--- src/rtl/kmcd_pkg.sv ---
// Package with the widths, codes and types of the key matrix change detector.
`default_nettype none

package kmcd_pkg;

   localparam int BANK_W     = 4;
   localparam int LEVEL_W    = 16;
   localparam int LVL_IDX_W  = 4;
   localparam int NUM_W      = 5;
   localparam int KEY_NUM_W  = 7;
   localparam int LINE_W     = 5;
   localparam int BASE_W     = 9;
   localparam int KEY_SUM_W  = 10;
   localparam int CSR_IDX_W  = 2;

   localparam logic [NUM_W-1:0] NUM_BANKS_RESET  = 5'd8;
   localparam logic [NUM_W-1:0] NUM_INPUTS_RESET = 5'd16;

   typedef enum logic [CSR_IDX_W-1:0] {
      CSR_NUM_BANKS  = 2'd0,
      CSR_NUM_INPUTS = 2'd1
   } csr_index_type;

   typedef enum logic [1:0] {
      SCAN_IDLE,
      SCAN_RUN,
      SCAN_FINISH
   } scan_state_type;

   // Sequencer to event buffer.
   typedef struct packed {
      logic                 push;
      logic [KEY_NUM_W-1:0] key_number;
      logic                 pressed;
      logic                 done;
   } seq_to_buf_type;

   // Event buffer back to sequencer.
   typedef struct packed {
      logic push_ok;
      logic done_ok;
   } buf_to_seq_type;

endpackage

`default_nettype wire

--- src/rtl/kmcd_req_if.sv ---
// Channel interfaces for scan samples, key events and register writes.
`default_nettype none

interface kmcd_req_if
   import kmcd_pkg::*;
   ();
   logic               valid;
   logic               ready;
   logic [BANK_W-1:0]  bank_index;
   logic [LEVEL_W-1:0] input_levels;

   modport source (output valid, bank_index, input_levels, input ready);
   modport sink   (input valid, bank_index, input_levels, output ready);
endinterface

interface kmcd_rsp_if
   import kmcd_pkg::*;
   ();
   logic                 valid;
   logic                 ready;
   logic [KEY_NUM_W-1:0] key_number;
   logic                 pressed;
   logic                 last;

   modport source (output valid, key_number, pressed, last, input ready);
   modport sink   (input valid, key_number, pressed, last, output ready);
endinterface

interface kmcd_csr_if
   import kmcd_pkg::*;
   ();
   logic                 valid;
   logic                 ready;
   logic [CSR_IDX_W-1:0] index;
   logic [NUM_W-1:0]     data;

   modport source (output valid, index, data, input ready);
   modport sink   (input valid, index, data, output ready);
endinterface

`default_nettype wire

--- src/rtl/kmcd_key_map.sv ---
// Pressed-key bitmap memory with registered read and per-key valid bits.
`default_nettype none

module kmcd_key_map
   import kmcd_pkg::*;
#(
   parameter int KEY_SLOTS = 128
) (
   input  wire logic                         clock,
   input  wire logic                         reset,
   input  wire logic                         rd_en,
   input  wire logic [$clog2(KEY_SLOTS)-1:0] rd_addr,
   output logic                              rd_data,
   input  wire logic                         wr_en,
   input  wire logic [$clog2(KEY_SLOTS)-1:0] wr_addr,
   input  wire logic                         wr_data
);

   logic                 key_mem [KEY_SLOTS];
   logic [KEY_SLOTS-1:0] valid_ff;
   logic                 rd_data_ff;

   // An entry never written since reset reads as key up.
   always_ff @(posedge clock) begin
      if (reset) begin
         valid_ff <= '0;
      end else if (wr_en) begin
         valid_ff[wr_addr] <= 1'b1;
      end
   end

   always_ff @(posedge clock) begin
      if (wr_en) begin
         key_mem[wr_addr] <= wr_data;
      end
   end

   always_ff @(posedge clock) begin
      if (rd_en) begin
         rd_data_ff <= key_mem[rd_addr] & valid_ff[rd_addr];
      end
   end

   assign rd_data = rd_data_ff;

endmodule

`default_nettype wire

--- src/rtl/kmcd_evt_buf.sv ---
// Event buffer: one pending event that waits for its last marker, and the output register.
`default_nettype none

module kmcd_evt_buf
   import kmcd_pkg::*;
(
   input  wire logic           clock,
   input  wire logic           reset,
   input  wire seq_to_buf_type seq_ctl,
   output buf_to_seq_type      buf_stat,
   kmcd_rsp_if.source          rsp_bus
);

   logic                 out_valid_ff, out_valid_in;
   logic [KEY_NUM_W-1:0] out_key_ff, out_key_in;
   logic                 out_pressed_ff, out_pressed_in;
   logic                 out_last_ff, out_last_in;
   logic                 pend_valid_ff, pend_valid_in;
   logic [KEY_NUM_W-1:0] pend_key_ff, pend_key_in;
   logic                 pend_pressed_ff, pend_pressed_in;
   logic                 out_free;

   always_comb begin
      out_free         = !out_valid_ff || rsp_bus.ready;
      buf_stat.push_ok = !pend_valid_ff || out_free;
      buf_stat.done_ok = !pend_valid_ff || out_free;

      out_valid_in    = out_valid_ff && !rsp_bus.ready;
      out_key_in      = out_key_ff;
      out_pressed_in  = out_pressed_ff;
      out_last_in     = out_last_ff;
      pend_valid_in   = pend_valid_ff;
      pend_key_in     = pend_key_ff;
      pend_pressed_in = pend_pressed_ff;

      // A newer event proves the pending one is not the last of its item.
      if (seq_ctl.push && buf_stat.push_ok) begin
         if (pend_valid_ff) begin
            out_valid_in   = 1'b1;
            out_key_in     = pend_key_ff;
            out_pressed_in = pend_pressed_ff;
            out_last_in    = 1'b0;
         end
         pend_valid_in   = 1'b1;
         pend_key_in     = seq_ctl.key_number;
         pend_pressed_in = seq_ctl.pressed;
      end else if (seq_ctl.done && pend_valid_ff && out_free) begin
         out_valid_in   = 1'b1;
         out_key_in     = pend_key_ff;
         out_pressed_in = pend_pressed_ff;
         out_last_in    = 1'b1;
         pend_valid_in  = 1'b0;
      end
   end

   always_ff @(posedge clock) begin
      if (reset) begin
         out_valid_ff  <= 1'b0;
         pend_valid_ff <= 1'b0;
      end else begin
         out_valid_ff  <= out_valid_in;
         pend_valid_ff <= pend_valid_in;
      end
   end

   always_ff @(posedge clock) begin
      out_key_ff      <= out_key_in;
      out_pressed_ff  <= out_pressed_in;
      out_last_ff     <= out_last_in;
      pend_key_ff     <= pend_key_in;
      pend_pressed_ff <= pend_pressed_in;
   end

   assign rsp_bus.valid      = out_valid_ff;
   assign rsp_bus.key_number = out_key_ff;
   assign rsp_bus.pressed    = out_pressed_ff;
   assign rsp_bus.last       = out_last_ff;

endmodule

`default_nettype wire

--- src/rtl/kmcd_scan_seq.sv ---
// Line sequencer: reads each key's stored bit, compares it with the sampled level, writes back a change.
`default_nettype none

module kmcd_scan_seq
   import kmcd_pkg::*;
#(
   parameter int KEY_SLOTS  = 128,
   parameter int MAX_INPUTS = 16,
   parameter int MAX_BANKS  = 16
) (
   input  wire logic                         clock,
   input  wire logic                         reset,
   kmcd_req_if.sink                          req_bus,
   input  wire logic [NUM_W-1:0]             num_banks,
   input  wire logic [NUM_W-1:0]             num_inputs,
   output logic                              map_rd_en,
   output logic [$clog2(KEY_SLOTS)-1:0]      map_rd_addr,
   input  wire logic                         map_rd_data,
   output logic                              map_wr_en,
   output logic [$clog2(KEY_SLOTS)-1:0]      map_wr_addr,
   output logic                              map_wr_data,
   output seq_to_buf_type                    seq_ctl,
   input  wire buf_to_seq_type               buf_stat
);

   localparam int ADDR_W    = $clog2(KEY_SLOTS);
   localparam int LineCapI  = (MAX_INPUTS < LEVEL_W) ? MAX_INPUTS : LEVEL_W;
   localparam logic [NUM_W-1:0]     LineCap  = NUM_W'(LineCapI);
   localparam logic [NUM_W:0]       BankCap  = (NUM_W + 1)'(MAX_BANKS);
   localparam logic [KEY_SUM_W-1:0] SlotCap  = KEY_SUM_W'(KEY_SLOTS);

   scan_state_type       state_ff, state_in;
   logic [BASE_W-1:0]    base_ff, base_in;
   logic [LINE_W-1:0]    lines_ff, lines_in;
   logic [LEVEL_W-1:0]   levels_ff, levels_in;
   logic [LINE_W-1:0]    rd_line_ff, rd_line_in;
   logic                 chk_valid_ff, chk_valid_in;
   logic [LINE_W-1:0]    chk_line_ff, chk_line_in;

   logic                 bank_ok;
   logic [LINE_W-1:0]    lines_calc;
   logic [KEY_SUM_W-1:0] rd_key;
   logic [KEY_SUM_W-1:0] chk_key;
   logic                 down;
   logic                 change;

   always_comb begin
      bank_ok = ((NUM_W + 1)'(req_bus.bank_index) < BankCap)
             && (NUM_W'(req_bus.bank_index) < num_banks);
      lines_calc = (num_inputs < LineCap) ? num_inputs : LineCap;

      rd_key  = KEY_SUM_W'(base_ff) + KEY_SUM_W'(rd_line_ff);
      chk_key = KEY_SUM_W'(base_ff) + KEY_SUM_W'(chk_line_ff);
      down    = !levels_ff[chk_line_ff[LVL_IDX_W-1:0]];
      change  = chk_valid_ff && (chk_key < SlotCap) && (down != map_rd_data);

      state_in     = state_ff;
      base_in      = base_ff;
      lines_in     = lines_ff;
      levels_in    = levels_ff;
      rd_line_in   = rd_line_ff;
      chk_valid_in = chk_valid_ff;
      chk_line_in  = chk_line_ff;

      req_bus.ready = 1'b0;
      map_rd_en     = 1'b0;
      map_rd_addr   = rd_key[ADDR_W-1:0];
      map_wr_en     = 1'b0;
      map_wr_addr   = chk_key[ADDR_W-1:0];
      map_wr_data   = down;

      seq_ctl.push       = 1'b0;
      seq_ctl.key_number = chk_key[KEY_NUM_W-1:0];
      seq_ctl.pressed    = down;
      seq_ctl.done       = 1'b0;

      unique case (state_ff)
         SCAN_IDLE: begin
            req_bus.ready = 1'b1;
            // Items for unused banks or with no lines in use are dropped here.
            if (req_bus.valid && bank_ok && (lines_calc != '0)) begin
               base_in      = BASE_W'(req_bus.bank_index) * BASE_W'(num_inputs);
               lines_in     = lines_calc;
               levels_in    = req_bus.input_levels;
               rd_line_in   = '0;
               chk_valid_in = 1'b0;
               state_in     = SCAN_RUN;
            end
         end
         SCAN_RUN: begin
            // Read of the next line overlaps the compare of the current one;
            // both hold while the buffer cannot take the event of a changed key.
            if (!(change && !buf_stat.push_ok)) begin
               if (change) begin
                  map_wr_en    = 1'b1;
                  seq_ctl.push = 1'b1;
               end
               if (rd_line_ff < lines_ff) begin
                  map_rd_en    = 1'b1;
                  chk_valid_in = 1'b1;
                  chk_line_in  = rd_line_ff;
                  rd_line_in   = rd_line_ff + LINE_W'(1);
               end else begin
                  chk_valid_in = 1'b0;
                  state_in     = SCAN_FINISH;
               end
            end
         end
         SCAN_FINISH: begin
            seq_ctl.done = 1'b1;
            if (buf_stat.done_ok) begin
               state_in = SCAN_IDLE;
            end
         end
         default: begin
            state_in = SCAN_IDLE;
         end
      endcase
   end

   always_ff @(posedge clock) begin
      if (reset) begin
         state_ff     <= SCAN_IDLE;
         chk_valid_ff <= 1'b0;
      end else begin
         state_ff     <= state_in;
         chk_valid_ff <= chk_valid_in;
      end
   end

   always_ff @(posedge clock) begin
      base_ff     <= base_in;
      lines_ff    <= lines_in;
      levels_ff   <= levels_in;
      rd_line_ff  <= rd_line_in;
      chk_line_ff <= chk_line_in;
   end

endmodule

`default_nettype wire

--- src/rtl/key_matrix_change_detector_core.sv ---
// Top level of the key matrix change detector.
//
//   Channel   Direction  Handshake      Payload
//   req_bus   in         valid / ready  bank_index, input_levels
//   rsp_bus   out        valid / ready  key_number, pressed, last
//   csr_bus   in         valid / ready  index, data (num_banks, num_inputs)
//
// A sample for a bank in use is accepted, then each line goes through the bitmap
// memory's read and compare, the pipe drains and the last event is released. A
// sample for an unused bank is dropped when it is accepted.
// The bitmap reads as all keys up after reset through per-key valid bits, so no
// clearing pass is needed. A stalled result channel holds the line scan once an
// event is pending and the output register is full; results may wait while the
// next sample is taken.
`default_nettype none

module key_matrix_change_detector_core
   import kmcd_pkg::*;
#(
   parameter int KEY_SLOTS  = 128,
   parameter int MAX_INPUTS = 16,
   parameter int MAX_BANKS  = 16
) (
   input  wire logic  clock,
   input  wire logic  reset,
   kmcd_req_if.sink   req_bus,
   kmcd_rsp_if.source rsp_bus,
   kmcd_csr_if.sink   csr_bus
);

   localparam int ADDR_W = $clog2(KEY_SLOTS);

   logic [NUM_W-1:0]  num_banks_ff;
   logic [NUM_W-1:0]  num_inputs_ff;

   logic              map_rd_en;
   logic [ADDR_W-1:0] map_rd_addr;
   logic              map_rd_data;
   logic              map_wr_en;
   logic [ADDR_W-1:0] map_wr_addr;
   logic              map_wr_data;
   seq_to_buf_type    seq_ctl;
   buf_to_seq_type    buf_stat;

   assign csr_bus.ready = 1'b1;

   always_ff @(posedge clock) begin
      if (reset) begin
         num_banks_ff  <= NUM_BANKS_RESET;
         num_inputs_ff <= NUM_INPUTS_RESET;
      end else if (csr_bus.valid) begin
         unique case (csr_bus.index)
            CSR_NUM_BANKS:  num_banks_ff  <= csr_bus.data;
            CSR_NUM_INPUTS: num_inputs_ff <= csr_bus.data;
            default: begin
            end
         endcase
      end
   end

   kmcd_scan_seq #(
      .KEY_SLOTS  (KEY_SLOTS),
      .MAX_INPUTS (MAX_INPUTS),
      .MAX_BANKS  (MAX_BANKS)
   ) u_scan_seq (
      .clock       (clock),
      .reset       (reset),
      .req_bus     (req_bus),
      .num_banks   (num_banks_ff),
      .num_inputs  (num_inputs_ff),
      .map_rd_en   (map_rd_en),
      .map_rd_addr (map_rd_addr),
      .map_rd_data (map_rd_data),
      .map_wr_en   (map_wr_en),
      .map_wr_addr (map_wr_addr),
      .map_wr_data (map_wr_data),
      .seq_ctl     (seq_ctl),
      .buf_stat    (buf_stat)
   );

   kmcd_key_map #(
      .KEY_SLOTS (KEY_SLOTS)
   ) u_key_map (
      .clock   (clock),
      .reset   (reset),
      .rd_en   (map_rd_en),
      .rd_addr (map_rd_addr),
      .rd_data (map_rd_data),
      .wr_en   (map_wr_en),
      .wr_addr (map_wr_addr),
      .wr_data (map_wr_data)
   );

   kmcd_evt_buf u_evt_buf (
      .clock    (clock),
      .reset    (reset),
      .seq_ctl  (seq_ctl),
      .buf_stat (buf_stat),
      .rsp_bus  (rsp_bus)
   );

endmodule

`default_nettype wire

--- src/flat_wrapper.sv ---
// flat-port wrapper written by rule: the top's interface ports become plain ports
module key_matrix_change_detector_core_flat import kmcd_pkg::*;
#(
   parameter int KEY_SLOTS  = 128,
   parameter int MAX_INPUTS = 16,
   parameter int MAX_BANKS  = 16
)
  (clock, reset, req_bus_valid, req_bus_bank_index, req_bus_input_levels, req_bus_ready, rsp_bus_valid, rsp_bus_key_number, rsp_bus_pressed, rsp_bus_last, rsp_bus_ready, csr_bus_valid, csr_bus_index, csr_bus_data, csr_bus_ready);
  kmcd_req_if req_bus_i ();
  kmcd_rsp_if rsp_bus_i ();
  kmcd_csr_if csr_bus_i ();
  input  wire logic clock;
  input  wire logic reset;
  input wire logic [$bits(req_bus_i.valid)-1:0] req_bus_valid;
  input wire logic [$bits(req_bus_i.bank_index)-1:0] req_bus_bank_index;
  input wire logic [$bits(req_bus_i.input_levels)-1:0] req_bus_input_levels;
  output wire logic [$bits(req_bus_i.ready)-1:0] req_bus_ready;
  output wire logic [$bits(rsp_bus_i.valid)-1:0] rsp_bus_valid;
  output wire logic [$bits(rsp_bus_i.key_number)-1:0] rsp_bus_key_number;
  output wire logic [$bits(rsp_bus_i.pressed)-1:0] rsp_bus_pressed;
  output wire logic [$bits(rsp_bus_i.last)-1:0] rsp_bus_last;
  input wire logic [$bits(rsp_bus_i.ready)-1:0] rsp_bus_ready;
  input wire logic [$bits(csr_bus_i.valid)-1:0] csr_bus_valid;
  input wire logic [$bits(csr_bus_i.index)-1:0] csr_bus_index;
  input wire logic [$bits(csr_bus_i.data)-1:0] csr_bus_data;
  output wire logic [$bits(csr_bus_i.ready)-1:0] csr_bus_ready;
  assign req_bus_i.valid = req_bus_valid;
  assign req_bus_i.bank_index = req_bus_bank_index;
  assign req_bus_i.input_levels = req_bus_input_levels;
  assign req_bus_ready = req_bus_i.ready;
  assign rsp_bus_valid = rsp_bus_i.valid;
  assign rsp_bus_key_number = rsp_bus_i.key_number;
  assign rsp_bus_pressed = rsp_bus_i.pressed;
  assign rsp_bus_last = rsp_bus_i.last;
  assign rsp_bus_i.ready = rsp_bus_ready;
  assign csr_bus_i.valid = csr_bus_valid;
  assign csr_bus_i.index = csr_bus_index;
  assign csr_bus_i.data = csr_bus_data;
  assign csr_bus_ready = csr_bus_i.ready;
  key_matrix_change_detector_core #(.KEY_SLOTS(KEY_SLOTS), .MAX_INPUTS(MAX_INPUTS), .MAX_BANKS(MAX_BANKS)) u_core (.clock(clock), .reset(reset), .req_bus(req_bus_i), .rsp_bus(rsp_bus_i), .csr_bus(csr_bus_i));
endmodule
--- config.mk ---
export PLATFORM = sky130hd
export DESIGN_NAME = key_matrix_change_detector_core_flat
export DESIGN_NICKNAME = d
export VERILOG_FILES = /design/src/rtl/kmcd_pkg.sv /design/src/rtl/kmcd_req_if.sv /design/src/rtl/kmcd_key_map.sv /design/src/rtl/kmcd_evt_buf.sv /design/src/rtl/kmcd_scan_seq.sv /design/src/rtl/key_matrix_change_detector_core.sv /design/src/flat_wrapper.sv
export SDC_FILE = /design/constraint.sdc
export NUM_CORES = 1
export LEC_CHECK = 0
export BUFFER_PORTS_ARGS = -buffer_cell sky130_fd_sc_hd__clkbuf_2
export CORE_ASPECT_RATIO = 0.5
export CORE_MARGIN = 3
export CORE_UTILIZATION = 59
export DETAILED_ROUTE_END_ITERATION = 16
export PLACE_DENSITY = 0.76
export SLEW_MARGIN = 20
export SYNTH_ARGS = -nofsm -noshare
export SYNTH_HDL_FRONTEND = slang
export SYNTH_SLANG_ARGS = --single-unit
--- constraint.sdc ---
create_clock -name clock -period 11 [get_ports clock]
set_input_delay 1.65 -clock clock [delete_from_list [all_inputs] [get_ports clock]]
set_output_delay 1.65 -clock clock [all_outputs]
set_load 0.02 [all_outputs]
==> run summary <==
Row cnt -> 39
I/O Buffers -> 42
Vias per Instance -> 6.24
Layout area overhead -> 10.5%
Worst slew pin tran -> 1100 ps
Inst Count DP -> 1,587
Ys flop type -> edfxtp_1
Final Max Tran Viols -> 0
Mapped Area -> 14,000 µm²
Vias in the first global route -> 10,100
FMAX -> 0.239 GHz
ANT nets after route -> 0
Max H-tree Level -> 1
Unrepaired setup endpoints after global routing -> no
Pin count of the biggest net entering global routing -> 88
Routed wire length -> 33.7 mm
Most frequent cells in the layout -> nor2_1 (229), edfxtp_1 (186), dfxtp_1 (143)
#FFs+latches synth -> 329
Core ar. -> 23,100 µm²
DRT Pass-1 Iters -> 6
Flop pwr share -> 45.2%
CTS clk-pin slew, worst paths -> 60 ps
# clock sinks -> 329
Maximum clock path buffer count -> 3
Mapped Avg Cell Area -> 10.8 µm²
Die area -> 25,700 µm²
Crit path launch -> u_core.u_scan_seq.chk_line_ff[1]
Root Buffer Master -> clkbuf_16
First-pass GRT wire length -> 53.4 mm
Setup bufs post-CTS -> 0
Nets -> 1,383
Post-synth EDFFs -> 186
Hold Buf Count CTS -> 0
Final Critical Period -> 4180 ps
Overall Global Routing Usage -> 26.4%
Yosys warns -> 0
HPWL Detailed -> 21.5 mm
CTS resizes -> 0
Max-slew headroom -> 26.2%
Setup TNS -> 0 ps
Tcrit/Tclk final -> 38.0%
R2r startpoint -> u_core.u_scan_seq.chk_line_ff[1]
Worst Skew -> 26.6 ps
Max VDD drop -> 175 µV
Maxcap violations -> 0
Antenna diodes -> 0
Endpoints failing setup -> 0
Top Ports -> 44
Power per cell area -> 200 nW/µm²
DIE HEIGHT -> 115 µm
HP Class -> flip-flop to flip-flop
Initial Util -> 60.6%
Worst Setup End Kind -> flip-flop
Total CTS buffers -> 29
Crit-path max FO -> 46
Post-synthesis sequential area ratio -> 60.4%
Final core occ -> 67.0%
CP Class -> flip-flop to flip-flop
Hold path startpoint -> u_core.u_evt_buf.pend_pressed_ff
Commonest non-fill, non-tap cell in the layout -> nor2_1
Yosys cell types -> 56
Status -> completed
Worst-Skew Late Latency -> 570 ps
Psw -> 917 µW
Logic pwr share -> 20.2%
Async S/R FF share, synth -> 0%
DRC Markers -> 0
Worst endpoint data arrival time -> 4410 ps
Post-place setup slack -> 6470 ps
GP Congestion -> 0.985
Total global routing overflow -> 0
Setup WS post-layout -> 6820 ps
Sw frac -> 29.7%
Finished Layout Cells -> 1,642
P_int -> 2170 µW
Data required time of the worst path -> 11,240 ps
Number of DRC markers in iteration 0 -> 1,152
Cells after Synth -> 1,294
Critical path startpoint category -> flip-flop
Avg WL per Cell -> 20.5 µm
Syn nets -> 1,365
Clock share of power -> 34.6%
Die X-Extent -> 224 µm
Final Hold Violating Endpoints -> 0
Routed vias -> 10,300
Initial antenna violation count -> 0
TritonCTS clock tree -> yes
Share of post-route cells with drive strength above 1 -> 10.7%
P_leak -> 0.00524 µW
[worst max-delay path, stage by stage (launching register included)]
cell      delay, ps
edfxtp_1        520
ha_1            340
a211oi_1        380
o21bai_1        130
a21oi_1         360
xor2_4          100
buf_4           320
inv_2           720
nand2_1         600
nor3_1          370
[final timing paths]
kind	slack, ps	cells past startpoint	to
worst max register to register	6820	9	u_core.u_key_map.key_mem[112]
worst max-delay path	6820	9	u_core.u_key_map.key_mem[112]
worst min register to register	420	0	u_core.u_evt_buf.rsp_bus.pressed
worst min-delay path	420	0	u_core.u_evt_buf.rsp_bus.pressed
[cell usage after synthesis, types with 31 or more instances]
cell / instances / share of area [%]
nor2_1: 230 / 6.2
edfxtp_1: 186 / 40
dfxtp_1: 143 / 20
nand2_1: 127 / 3.4
nand3_1: 77 / 2.8
o21ai_0: 72 / 2.6
clkbuf_1: 58 / 1.6
o2bb2ai_1: 48 / 3.0
a31oi_1: 46 / 2.1
a21oi_1: 32 / 1.1
o22ai_1: 32 / 1.4
ha_1: 31 / 2.8
[routing by layer]
layer | GRT usage, % | wire [µm] | vias up
met1 | 35.3 | 13700 | 4934
met3 | 5.56 | 3260 | 84
li1 | - | - | 4683
met2 | 44.1 | 15700 | 553
met5 | 0 | 0 | -
met4 | 8.51 | 1000 | 0
[kinds of logic after synthesis]
| kind of cell | Yosys count | share of synthesized area [%] |
|---|---|---|
| flops | 329 | 60.4 |
| xor+xnor | 19 | 1.32 |
| mux | 19 | 2.24 |
| compound gates | 276 | 12.9 |
| buf+inv | 96 | 2.79 |
| fa+ha+maj | 39 | 3.92 |
| simple gates | 515 | 16.5 |
| other cells | 1 | 0.0268 |
[area by class of cell]
class / count / area (µm²)
Inverter: 29 / 109
Clock inverter: 11 / 140
Fill cell: 1658 / 7610
Timing Repair Buffer: 54 / 307
Multi-Input combinational cell: 869 / 5200
Sequential cell: 329 / 8450
Clock buffer: 43 / 880
Tap cell: 307 / 384
[power by group through the flow]
| stage | sequential (µW) | combinational [µW] | clock [µW] |
|---|---|---|---|
| finish | 1390 | 624 | 1070 |
| global route | 1400 | 675 | 1130 |
| CTS | 1390 | 604 | 1080 |
| detailed placement | 1420 | 599 | 0 |
| global placement | 1420 | 588 | 0 |
| floorplan | 1420 | 421 | 0 |
[per-stage QoR]
stage                     hold WS (ps)  power (µW)  area, µm²
after global placement             404        2010      14400
after detailed placement           405        2020      14400
after floorplan                    400        1840      14000
final                              419        3090      15500
after global routing               423        3200      15500
after CTS                          420        3080      15500
[registers in the layout (all words and copies together), names as in the netlist, 2 cells and up]
register / count
u_core.num_banks_ff: 5
u_core.num_inputs_ff: 5
u_core.u_evt_buf.pend_key_ff: 7
u_core.u_evt_buf.rsp_bus.key_number: 7
u_core.u_key_map.key_mem: 128
u_core.u_key_map.valid_ff: 128
u_core.u_scan_seq.base_ff: 9
u_core.u_scan_seq.chk_line_ff: 5
u_core.u_scan_seq.levels_ff: 16
u_core.u_scan_seq.lines_ff: 5
u_core.u_scan_seq.rd_line_ff: 5
u_core.u_scan_seq.state_ff: 2
Note: power is estimated with default switching activity, not from simulation.
